<file path="src/rtl/clcd_pkg.sv">
// Shared types and constants for the character LCD write unit.
`default_nettype none

package clcd_pkg;

    // Display memory size and the length of one line in two-line mode.
    localparam int DISPLAY_ENTRIES = 80;
    localparam int LINE_LENGTH     = 40;
    localparam int PATTERN_ENTRIES = 64;
    localparam int DISP_IDX_W      = $clog2(DISPLAY_ENTRIES);
    localparam int PAT_IDX_W       = $clog2(PATTERN_ENTRIES);

    localparam logic [7:0] BLANK_CHAR = 8'h20;

    typedef enum logic [1:0] {
        CMD_INSTR   = 2'd0,
        CMD_DATA    = 2'd1,
        CMD_RD_DISP = 2'd2,
        CMD_RD_PAT  = 2'd3
    } cmd_t;

    typedef enum logic [2:0] {
        INS_NONE     = 3'd0,
        INS_FUNC     = 3'd1,
        INS_DISP_CTL = 3'd2,
        INS_CLEAR    = 3'd3,
        INS_HOME     = 3'd4,
        INS_ENTRY    = 3'd5,
        INS_SET_PAT  = 3'd6,
        INS_SET_DISP = 3'd7
    } instr_t;

    typedef struct packed {
        cmd_t       cmd;
        logic [7:0] data;
        logic [6:0] read_index;
    } req_t;

    typedef struct packed {
        logic [7:0] read_value;
        logic [6:0] display_address;
        logic [5:0] pattern_address;
        logic       data_to_display;
        logic       increment_mode;
        logic       shift_flag;
        logic       two_line;
        logic       eight_bit_bus;
        logic       large_font;
        logic       display_on;
        logic       cursor_on;
        logic       blink_on;
    } rsp_t;

    // Stored mode bits.
    typedef struct packed {
        logic s;
        logic n;
        logic dl;
        logic f;
        logic d;
        logic c;
        logic b;
    } mode_t;

    // Controller to datapath commands.
    typedef struct packed {
        logic capture;   // latch the request and read both memories
        logic commit;    // apply the update and load the result register
    } ctl_cmd_t;

    // Instruction decode, first match wins.
    function automatic instr_t decode_instr(input logic [7:0] d);
        instr_t k;
        k = INS_NONE;
        if ((d & 8'he0) == 8'h20)      k = INS_FUNC;
        else if ((d & 8'hf8) == 8'h08) k = INS_DISP_CTL;
        else if (d == 8'h01)           k = INS_CLEAR;
        else if ((d & 8'hfe) == 8'h02) k = INS_HOME;
        else if ((d & 8'hfc) == 8'h04) k = INS_ENTRY;
        else if ((d & 8'hc0) == 8'h40) k = INS_SET_PAT;
        else if ((d & 8'h80) == 8'h80) k = INS_SET_DISP;
        return k;
    endfunction

endpackage

`default_nettype wire

</file>
<file path="src/rtl/clcd_ifs.sv">
// Request and result channel interfaces of the character LCD write unit.
`default_nettype none

interface clcd_req_if;
    import clcd_pkg::*;
    logic valid;
    logic ready;
    req_t item;
    modport source (output valid, output item, input ready);
    modport sink (input valid, input item, output ready);
endinterface

interface clcd_rsp_if;
    import clcd_pkg::*;
    logic valid;
    logic ready;
    rsp_t item;
    modport source (output valid, output item, input ready);
    modport sink (input valid, input item, output ready);
endinterface

`default_nettype wire

</file>
<file path="src/rtl/char_lcd_controller_write_unit.sv">
// Top level of the character LCD write unit: controller plus datapath.
//
// Usage:
//   req carries one bus request: cmd (instruction write, data write, read of
//   a display entry, read of a pattern entry), the data byte and read_index.
//   rsp returns one result per request: the entry read (zero for writes and
//   out-of-range reads), both address counters and all stored mode bits as
//   they stand after the request.
//   The block takes no new request before the last one is committed: the
//   request is latched and both memories are read in the accept cycle,
//   and the update is applied and the result loaded onto rsp in the
//   execute state, once the result register is free.
//   req.ready is high whenever no request is in execution, also while a
//   finished result still waits on rsp; a request that finds the result
//   register occupied waits in execution until rsp is taken, so a stalled
//   receiver holds back at most one further request.
//   Reset clears the counters, mode bits and the per-entry valid bits, so
//   both memories read as zero at once with no clearing pass. The clear
//   instruction drops the display valid bits and makes unwritten display
//   entries read as a blank.
`default_nettype none

module char_lcd_controller_write_unit (
    input  wire logic   clk,
    input  wire logic   rst_n,
    clcd_req_if.sink    req,
    clcd_rsp_if.source  rsp
);
    import clcd_pkg::*;

    ctl_cmd_t ctl_cmd;

    // sequence capture and commit against both handshakes
    clcd_ctrl u_ctrl (
        .clk       (clk),
        .rst_n     (rst_n),
        .in_valid  (req.valid),
        .in_ready  (req.ready),
        .out_valid (rsp.valid),
        .out_ready (rsp.ready),
        .cmd       (ctl_cmd)
    );

    // hold the register file, memories and result register
    clcd_datapath u_datapath (
        .clk      (clk),
        .rst_n    (rst_n),
        .req_item (req.item),
        .cmd      (ctl_cmd),
        .rsp_item (rsp.item)
    );

endmodule

`default_nettype wire

</file>
<file path="src/rtl/clcd_ctrl.sv">
// Controller state machine of the character LCD write unit.
`default_nettype none

module clcd_ctrl (
    input  wire logic            clk,
    input  wire logic            rst_n,
    input  wire logic            in_valid,
    output logic                 in_ready,
    output logic                 out_valid,
    input  wire logic            out_ready,
    output clcd_pkg::ctl_cmd_t   cmd
);
    import clcd_pkg::*;

    typedef enum logic [1:0] {
        ST_IDLE = 2'b01,
        ST_EXEC = 2'b10
    } state_t;

    state_t state_reg, state_next;
    logic   out_valid_reg, out_valid_next;
    logic   out_free;

    assign out_free = !out_valid_reg || out_ready;
    assign in_ready = (state_reg == ST_IDLE);
    assign out_valid = out_valid_reg;

    always_comb
    begin
        state_next     = state_reg;
        out_valid_next = out_valid_reg && !out_ready;
        cmd            = '0;
        case (state_reg)
            ST_IDLE:
            begin
                if (in_valid)
                begin
                    cmd.capture = 1'b1;
                    state_next  = ST_EXEC;
                end
            end
            ST_EXEC:
            begin
                // hold until the result register is free
                if (out_free)
                begin
                    cmd.commit     = 1'b1;
                    out_valid_next = 1'b1;
                    state_next     = ST_IDLE;
                end
            end
            default:
            begin
                state_next = ST_IDLE;
            end
        endcase
    end

    always_ff @(posedge clk or negedge rst_n)
    begin
        if (!rst_n)
        begin
            state_reg     <= ST_IDLE;
            out_valid_reg <= 1'b0;
        end
        else
        begin
            state_reg     <= state_next;
            out_valid_reg <= out_valid_next;
        end
    end

    a_capture_to_exec: assert property (@(posedge clk) disable iff (!rst_n)
        cmd.capture |=> state_reg == ST_EXEC)
        else $error("capture did not move to execute");

    a_commit_fills_out: assert property (@(posedge clk) disable iff (!rst_n)
        cmd.commit |=> out_valid_reg)
        else $error("commit did not present a result");

    a_no_commit_over_held: assert property (@(posedge clk) disable iff (!rst_n)
        (out_valid_reg && !out_ready) |-> !cmd.commit)
        else $error("commit overwrote a waiting result");

endmodule

`default_nettype wire

</file>
<file path="src/rtl/clcd_datapath.sv">
// Datapath of the character LCD write unit: counters, mode bits, memories.
`default_nettype none

module clcd_datapath (
    input  wire logic              clk,
    input  wire logic              rst_n,
    input  wire clcd_pkg::req_t    req_item,
    input  wire clcd_pkg::ctl_cmd_t cmd,
    output clcd_pkg::rsp_t         rsp_item
);
    import clcd_pkg::*;

    localparam logic [7:0] DISP_LIMIT = 8'(DISPLAY_ENTRIES);
    localparam logic [7:0] LINE_LIMIT = 8'(LINE_LENGTH);

    // memories
    logic [7:0] disp_mem [DISPLAY_ENTRIES];
    logic [4:0] pat_mem  [PATTERN_ENTRIES];

    // latched request and registered memory reads
    req_t       req_reg;
    logic [7:0] disp_rd_reg;
    logic [4:0] pat_rd_reg;

    // entries written since reset, or for the display since the last clear
    logic [DISPLAY_ENTRIES-1:0] disp_vld_reg, disp_vld_next;
    logic [PATTERN_ENTRIES-1:0] pat_vld_reg, pat_vld_next;
    logic                       fill_blank_reg, fill_blank_next;

    logic [6:0] disp_addr_reg, disp_addr_next;
    logic [5:0] pat_addr_reg, pat_addr_next;
    logic       to_disp_reg, to_disp_next;
    logic       incr_reg, incr_next;
    mode_t      mode_reg, mode_next;

    rsp_t       rsp_reg;

    instr_t                ins;
    logic                  disp_we, pat_we;
    logic [DISP_IDX_W-1:0] disp_wa;
    logic [5:0]            col;
    logic [7:0]            map_idx;
    logic [7:0]            rd_value;
    logic [DISP_IDX_W-1:0] disp_ra;

    assign ins     = decode_instr(req_reg.data);
    assign col     = disp_addr_reg[5:0];
    assign map_idx = mode_reg.n ? ({2'b00, col} + (disp_addr_reg[6] ? LINE_LIMIT : 8'd0))
                                : {1'b0, disp_addr_reg};
    assign disp_wa = map_idx[DISP_IDX_W-1:0];
    assign disp_ra = req_reg.read_index[DISP_IDX_W-1:0];

    always_comb
    begin
        disp_addr_next  = disp_addr_reg;
        pat_addr_next   = pat_addr_reg;
        to_disp_next    = to_disp_reg;
        incr_next       = incr_reg;
        mode_next       = mode_reg;
        disp_vld_next   = disp_vld_reg;
        pat_vld_next    = pat_vld_reg;
        fill_blank_next = fill_blank_reg;
        disp_we         = 1'b0;
        pat_we          = 1'b0;
        rd_value        = 8'd0;
        case (req_reg.cmd)
            CMD_INSTR:
            begin
                case (ins)
                    INS_FUNC:
                    begin
                        mode_next.dl = req_reg.data[4];
                        mode_next.n  = req_reg.data[3];
                        mode_next.f  = req_reg.data[2];
                    end
                    INS_DISP_CTL:
                    begin
                        mode_next.d = req_reg.data[2];
                        mode_next.c = req_reg.data[1];
                        mode_next.b = req_reg.data[0];
                    end
                    INS_CLEAR:
                    begin
                        // every entry now reads as a blank
                        disp_addr_next  = '0;
                        incr_next       = 1'b1;
                        disp_vld_next   = '0;
                        fill_blank_next = 1'b1;
                    end
                    INS_HOME:
                    begin
                        disp_addr_next = '0;
                    end
                    INS_ENTRY:
                    begin
                        incr_next   = req_reg.data[1];
                        mode_next.s = req_reg.data[0];
                    end
                    INS_SET_PAT:
                    begin
                        pat_addr_next = req_reg.data[5:0];
                        to_disp_next  = 1'b0;
                    end
                    INS_SET_DISP:
                    begin
                        disp_addr_next = req_reg.data[6:0];
                        to_disp_next   = 1'b1;
                    end
                    default:
                    begin
                        // cursor shift and null instruction: drop
                    end
                endcase
            end
            CMD_DATA:
            begin
                if (!to_disp_reg)
                begin
                    pat_we                     = 1'b1;
                    pat_vld_next[pat_addr_reg] = 1'b1;
                    pat_addr_next = incr_reg ? pat_addr_reg + 6'd1 : pat_addr_reg - 6'd1;
                end
                else
                begin
                    if (mode_reg.n)
                        disp_we = ({2'b00, col} < LINE_LIMIT) && (map_idx < DISP_LIMIT);
                    else
                        disp_we = map_idx < DISP_LIMIT;
                    if (disp_we)
                        disp_vld_next[disp_wa] = 1'b1;
                    disp_addr_next = incr_reg ? disp_addr_reg + 7'd1 : disp_addr_reg - 7'd1;
                end
            end
            CMD_RD_DISP:
            begin
                if ({1'b0, req_reg.read_index} < DISP_LIMIT)
                begin
                    if (disp_vld_reg[disp_ra])
                        rd_value = disp_rd_reg;
                    else
                        rd_value = fill_blank_reg ? BLANK_CHAR : 8'd0;
                end
            end
            CMD_RD_PAT:
            begin
                if (!req_reg.read_index[6] && pat_vld_reg[req_reg.read_index[5:0]])
                    rd_value = {3'b000, pat_rd_reg};
            end
            default:
            begin
                rd_value = 8'd0;
            end
        endcase
    end

    // memory ports: one write, one registered read each
    always_ff @(posedge clk)
    begin
        if (cmd.capture)
            disp_rd_reg <= disp_mem[req_item.read_index[DISP_IDX_W-1:0]];
        if (cmd.commit && disp_we)
            disp_mem[disp_wa] <= req_reg.data;
    end

    always_ff @(posedge clk)
    begin
        if (cmd.capture)
            pat_rd_reg <= pat_mem[req_item.read_index[PAT_IDX_W-1:0]];
        if (cmd.commit && pat_we)
            pat_mem[pat_addr_reg] <= req_reg.data[4:0];
    end

    always_ff @(posedge clk)
    begin
        if (cmd.capture)
            req_reg <= req_item;
        if (cmd.commit)
        begin
            rsp_reg.read_value      <= rd_value;
            rsp_reg.display_address <= disp_addr_next;
            rsp_reg.pattern_address <= pat_addr_next;
            rsp_reg.data_to_display <= to_disp_next;
            rsp_reg.increment_mode  <= incr_next;
            rsp_reg.shift_flag      <= mode_next.s;
            rsp_reg.two_line        <= mode_next.n;
            rsp_reg.eight_bit_bus   <= mode_next.dl;
            rsp_reg.large_font      <= mode_next.f;
            rsp_reg.display_on      <= mode_next.d;
            rsp_reg.cursor_on       <= mode_next.c;
            rsp_reg.blink_on        <= mode_next.b;
        end
    end

    always_ff @(posedge clk or negedge rst_n)
    begin
        if (!rst_n)
        begin
            disp_addr_reg  <= '0;
            pat_addr_reg   <= '0;
            to_disp_reg    <= 1'b0;
            incr_reg       <= 1'b0;
            mode_reg       <= '0;
            disp_vld_reg   <= '0;
            pat_vld_reg    <= '0;
            fill_blank_reg <= 1'b0;
        end
        else if (cmd.commit)
        begin
            disp_addr_reg  <= disp_addr_next;
            pat_addr_reg   <= pat_addr_next;
            to_disp_reg    <= to_disp_next;
            incr_reg       <= incr_next;
            mode_reg       <= mode_next;
            disp_vld_reg   <= disp_vld_next;
            pat_vld_reg    <= pat_vld_next;
            fill_blank_reg <= fill_blank_next;
        end
    end

    assign rsp_item = rsp_reg;

    a_clear_effect: assert property (@(posedge clk) disable iff (!rst_n)
        (cmd.commit && req_reg.cmd == CMD_INSTR && ins == INS_CLEAR)
        |=> (disp_addr_reg == 7'd0) && incr_reg && fill_blank_reg && (disp_vld_reg == '0))
        else $error("clear left state behind");

    a_read_keeps_addr: assert property (@(posedge clk) disable iff (!rst_n)
        (cmd.commit && (req_reg.cmd == CMD_RD_DISP || req_reg.cmd == CMD_RD_PAT))
        |=> $stable(disp_addr_reg) && $stable(pat_addr_reg))
        else $error("read moved an address counter");

    a_one_memory_write: assert property (@(posedge clk) disable iff (!rst_n)
        cmd.commit |-> !(disp_we && pat_we))
        else $error("both memories written by one request");

endmodule

`default_nettype wire

</file>
<file path="src/flat_wrapper.sv">
// flat-port wrapper written by rule: the top's interface ports become plain ports
module char_lcd_controller_write_unit_flat import clcd_pkg::*;
  (clk, rst_n, req_valid, req_item, req_ready, rsp_valid, rsp_item, rsp_ready);
  clcd_req_if req_i ();
  clcd_rsp_if rsp_i ();
  input  wire logic clk;
  input  wire logic rst_n;
  input wire logic [$bits(req_i.valid)-1:0] req_valid;
  input wire logic [$bits(req_i.item)-1:0] req_item;
  output wire logic [$bits(req_i.ready)-1:0] req_ready;
  output wire logic [$bits(rsp_i.valid)-1:0] rsp_valid;
  output wire logic [$bits(rsp_i.item)-1:0] rsp_item;
  input wire logic [$bits(rsp_i.ready)-1:0] rsp_ready;
  assign req_i.valid = req_valid;
  assign req_i.item = req_item;
  assign req_ready = req_i.ready;
  assign rsp_valid = rsp_i.valid;
  assign rsp_item = rsp_i.item;
  assign rsp_i.ready = rsp_ready;
  char_lcd_controller_write_unit u_core (.clk(clk), .rst_n(rst_n), .req(req_i), .rsp(rsp_i));
endmodule
</file>
<file path="config.mk">
export PLATFORM = sky130hd
export DESIGN_NAME = char_lcd_controller_write_unit_flat
export DESIGN_NICKNAME = d
export VERILOG_FILES = /design/src/rtl/clcd_pkg.sv /design/src/rtl/clcd_ifs.sv /design/src/rtl/char_lcd_controller_write_unit.sv /design/src/rtl/clcd_ctrl.sv /design/src/rtl/clcd_datapath.sv /design/src/flat_wrapper.sv
export SDC_FILE = /design/constraint.sdc
export NUM_CORES = 1
export LEC_CHECK = 0
export BUFFER_PORTS_ARGS = -buffer_cell sky130_fd_sc_hd__buf_2
export CAP_MARGIN = 20
export CORE_ASPECT_RATIO = 0.8
export CORE_MARGIN = 2
export CORE_UTILIZATION = 50
export DETAILED_ROUTE_END_ITERATION = 6
export PLACE_DENSITY = 0.68
export SLEW_MARGIN = 20
export SYNTH_ARGS = -nofsm -noshare
export SYNTH_HDL_FRONTEND = slang
export SYNTH_HIERARCHICAL = 1
export SYNTH_SLANG_ARGS = --single-unit
</file>
<file path="constraint.sdc">
create_clock -name clk -period 4 [get_ports clk]
set_input_delay 1.2 -clock clk [delete_from_list [all_inputs] [get_ports clk]]
set_output_delay 1.2 -clock clk [all_outputs]
set_load 0.01 [all_outputs]
</file>
==> results.yml <==
timing:
  finalSetupViolCount: 0
  relSlewSlack_pct: 27.2
  fin_crit_sh_pct: 93.9
  fin_setup_tns_ns: 0
  finalClockSkew_ns: 0.0282
  drv_slew: 0
  post-route-min-period_ns: 3.76
  hold_violations: 0
  rsz0062_at_grt: "false"
  worstMarginPinSlew_ns: 1.09
  max_freq_mhz: 266
final_layout:
  areaGrowthSynthToFinish_pct: 14.2
  layout-drive-gt1-share_pct: 31.9
  largest_register_ffs: 640
  layout.nets: 2680
  fillCellCount: 6860
  antenna_cells: 0
worst_setup_path:
  cp_data_required_time_ns: 4.31
  start_kind: "register"
  ff2ff_path_depth: 8
  path_class: "register to register"
  rr_endpoint: "u_core/u_datapath/disp_mem[10][1]"
  rr_startpoint: "u_core/u_datapath/disp_addr_reg[3]"
  end_kind: "register"
  crit_arrival_ns: 4.06
  rrSetupSlack_ns: 0.24
  crit_fanout: 14
logic_synthesis:
  seq_area_frac_synth_pct: 73.4
  avgSynthCellArea_sq_um: 19.7
  netlist_instances: 2409
  ys_seq_elements: 1190
  ys_types: 66
  synthTopCellsByArea: "edfxtp_1, mux4_2, dfrtp_1"
  yosys_warnings: 6
  synth-edff-count: 1020
  syn_nets: 2444
  synth_top_area_share_pct: 64.4
  synth_top_area_cell: "edfxtp_1"
  ys.flop_type: "edfxtp_1"
  async_flop_share_pct: 14.3
  synth.cell_area_sq_um: 47500
clock_tree:
  cts_tree: "done"
  clkLatencyLatePin_ns: 0.69
  postCtsSetupBuffers: 0
  clk_pin_slew_ns: 0.06
  numCtsBuffers: 110
  clock_sinks: 1190
  clk_path_buf_depth: 3
  hold_buffers: 0
  cts_root_buf: "clkbuf_16"
  post_cts_resized: 0
  htreeDepth: 3
placement:
  place.gp.congestion: 0.855
  dp_hpwl_um: 72400
  portBuffers: 52
grt:
  grt_pass1_wl_um: 169000
  overflow: 0
  antenna_found_initial: 2
  grt_max_degree: 113
  track_usage_pct: 23.8
  grt_pass1_vias: 25046
routing:
  ant_nets: 0
  vias: 24842
  wirelength_um: 114000
  wire_per_inst_um: 28.7
  via_per_inst: 6.25
  drc: 0
  drt-initial-drc-count: 3561
  firstDrtPassIters: 5
power_and_ir_drop:
  finalPower_mw: 27.2
  p_int_mw: 20.9
  sw_frac_of_total_pct: 23.1
  ir_worst_vdd_uv: 349
  power-per-cell-area_nw_per_um2: 501
  pwr-share-comb_pct: 9.3
  clockPowerShare_pct: 39.1
  seqPwrFrac_pct: 51.5
  p_sw_mw: 6.29
  p_leak_nw: 18.7
floorplan:
  placementRows: 101
  die-area_sq_um: 97600
  die_w_um: 349
  ios: 53
  die_h_um: 280
  start_util_pct: 50.3
  core_sq_um: 94500
min_path:
  hold_end: "u_core/u_datapath/pat_vld_reg[42]"
  whs_path_depth: 1
  hold_start: "u_core/u_datapath/pat_vld_reg[42]"
  hold_class: "register to register"
flow_run:
  maxCapViolCount: 0
status:
  status: "complete, no violations"
==> power groups by stage <==
stage	combinational, mW	sequential (mW)	clock [mW]
global route	2.76	14.0	11.3
CTS	2.54	14.0	10.8
floorplan	1.72	14.2	0
finish	2.54	14.0	10.7
global placement	2.46	14.3	0
detailed placement	2.52	14.3	0
==> through the flow <==
step	util [%]	area, sq um	setup slack [ns]	std cells	hold slack (ns)
final	57.5	54300	0.244	3976	0.463
after detailed placement	53.5	50600	0.0207	3769	0.449
after global routing	57.5	54300	0.0804	3976	0.475
after floorplan	-	47500	0.0342	2409	0.434
after global placement	53.5	50600	0.0363	3769	0.444
after CTS	57.5	54300	0.310	3976	0.463
==> layer usage <==
metal,routed length (um),track usage [%]
met5,0,0
met1,48100,36.4
met2,51700,35.5
met4,2620,5.64
met3,11600,4.95
==> logic make-up (layout without fill, tap and decap cells) <==
group / Yosys count / in the layout / synth area share (%)
compound gates: 184 / 184 / 2.72
xor+xnor: 7 / 7 / 0.129
fa+ha+maj: 14 / 14 / 0.400
buf+inv: 148 / 479 / 1.29
flops: 1190 / 1190 / 73.4
mux: 393 / 393 / 17.6
simple gates: 473 / 473 / 4.43
==> cell usage in the layout (no fill, tap or decap), drive strengths merged, types with 8 or more instances in the layout <==
cell type	count
nand2b	9
clkinvlp	8
o21ai	14
nand3	16
ha	12
mux2	29
inv	19
nand2	60
edfxtp	1020
mux4	353
a22o	11
bufinv	14
or2	68
a21oi	55
clkinv	44
mux2i	11
clkbuf	142
nor2	276
buf	252
nor3	11
dfrtp	169
o21a	44
==> worst max-delay path: stages (launching register included) <==
cell	delay (ns)
dfrtp_1	0.54
ha_1	0.30
ha_1	0.39
mux2i_1	0.19
o211ai_1	0.11
a21o_1	0.26
nor2_1	0.23
nand2_1	0.47
nor2_1	0.89
==> layout make-up <==
type,instances,area [sq um],area share (%)
clock buffers,141,2980,5.49
clock inverters,66,709,1.31
inverters,19,71.3,0.131
multi-input cells,1071,12100,22.2
flip-flops and latches,1190,34900,64.2
well taps,1236,1550,2.85
repair buffers,253,2050,3.78
==> synth_stat cells, types with 12 or more instances <==
cell         n
o21a_1      44
nand3_1     16
a21oi_1     55
buf_1       14
clkbuf_1    80
mux2_2      29
dfrtp_1    169
o21ai_0     14
or2_2       68
edfxtp_1  1020
ha_1        12
inv_1       19
mux4_2     353
buf_2       32
nand2_1     60
nor2_1     276
==> worst max-delay path by stage <==
stage | from | slack [ns] | cells past startpoint | to
3_3_place_gp | req_item[0] | 0.04 | 6 | u_core/u_datapath/pat_rd_reg[3]
3_5_place_dp | req_item[0] | 0.02 | 6 | u_core/u_datapath/pat_rd_reg[3]
2_1_floorplan | u_core/u_datapath/req_reg[10] | 0.03 | 6 | u_core/u_datapath/mode_reg[2]
5_1_grt | u_core/u_datapath/disp_addr_reg[3] | 0.08 | 8 | u_core/u_datapath/disp_mem[10][2]
4_1_cts | u_core/u_datapath/disp_addr_reg[3] | 0.31 | 8 | u_core/u_datapath/disp_mem[10][2]
6_report | u_core/u_datapath/disp_addr_reg[3] | 0.24 | 8 | u_core/u_datapath/disp_mem[10][1]
(Power assumes the default switching activity.)
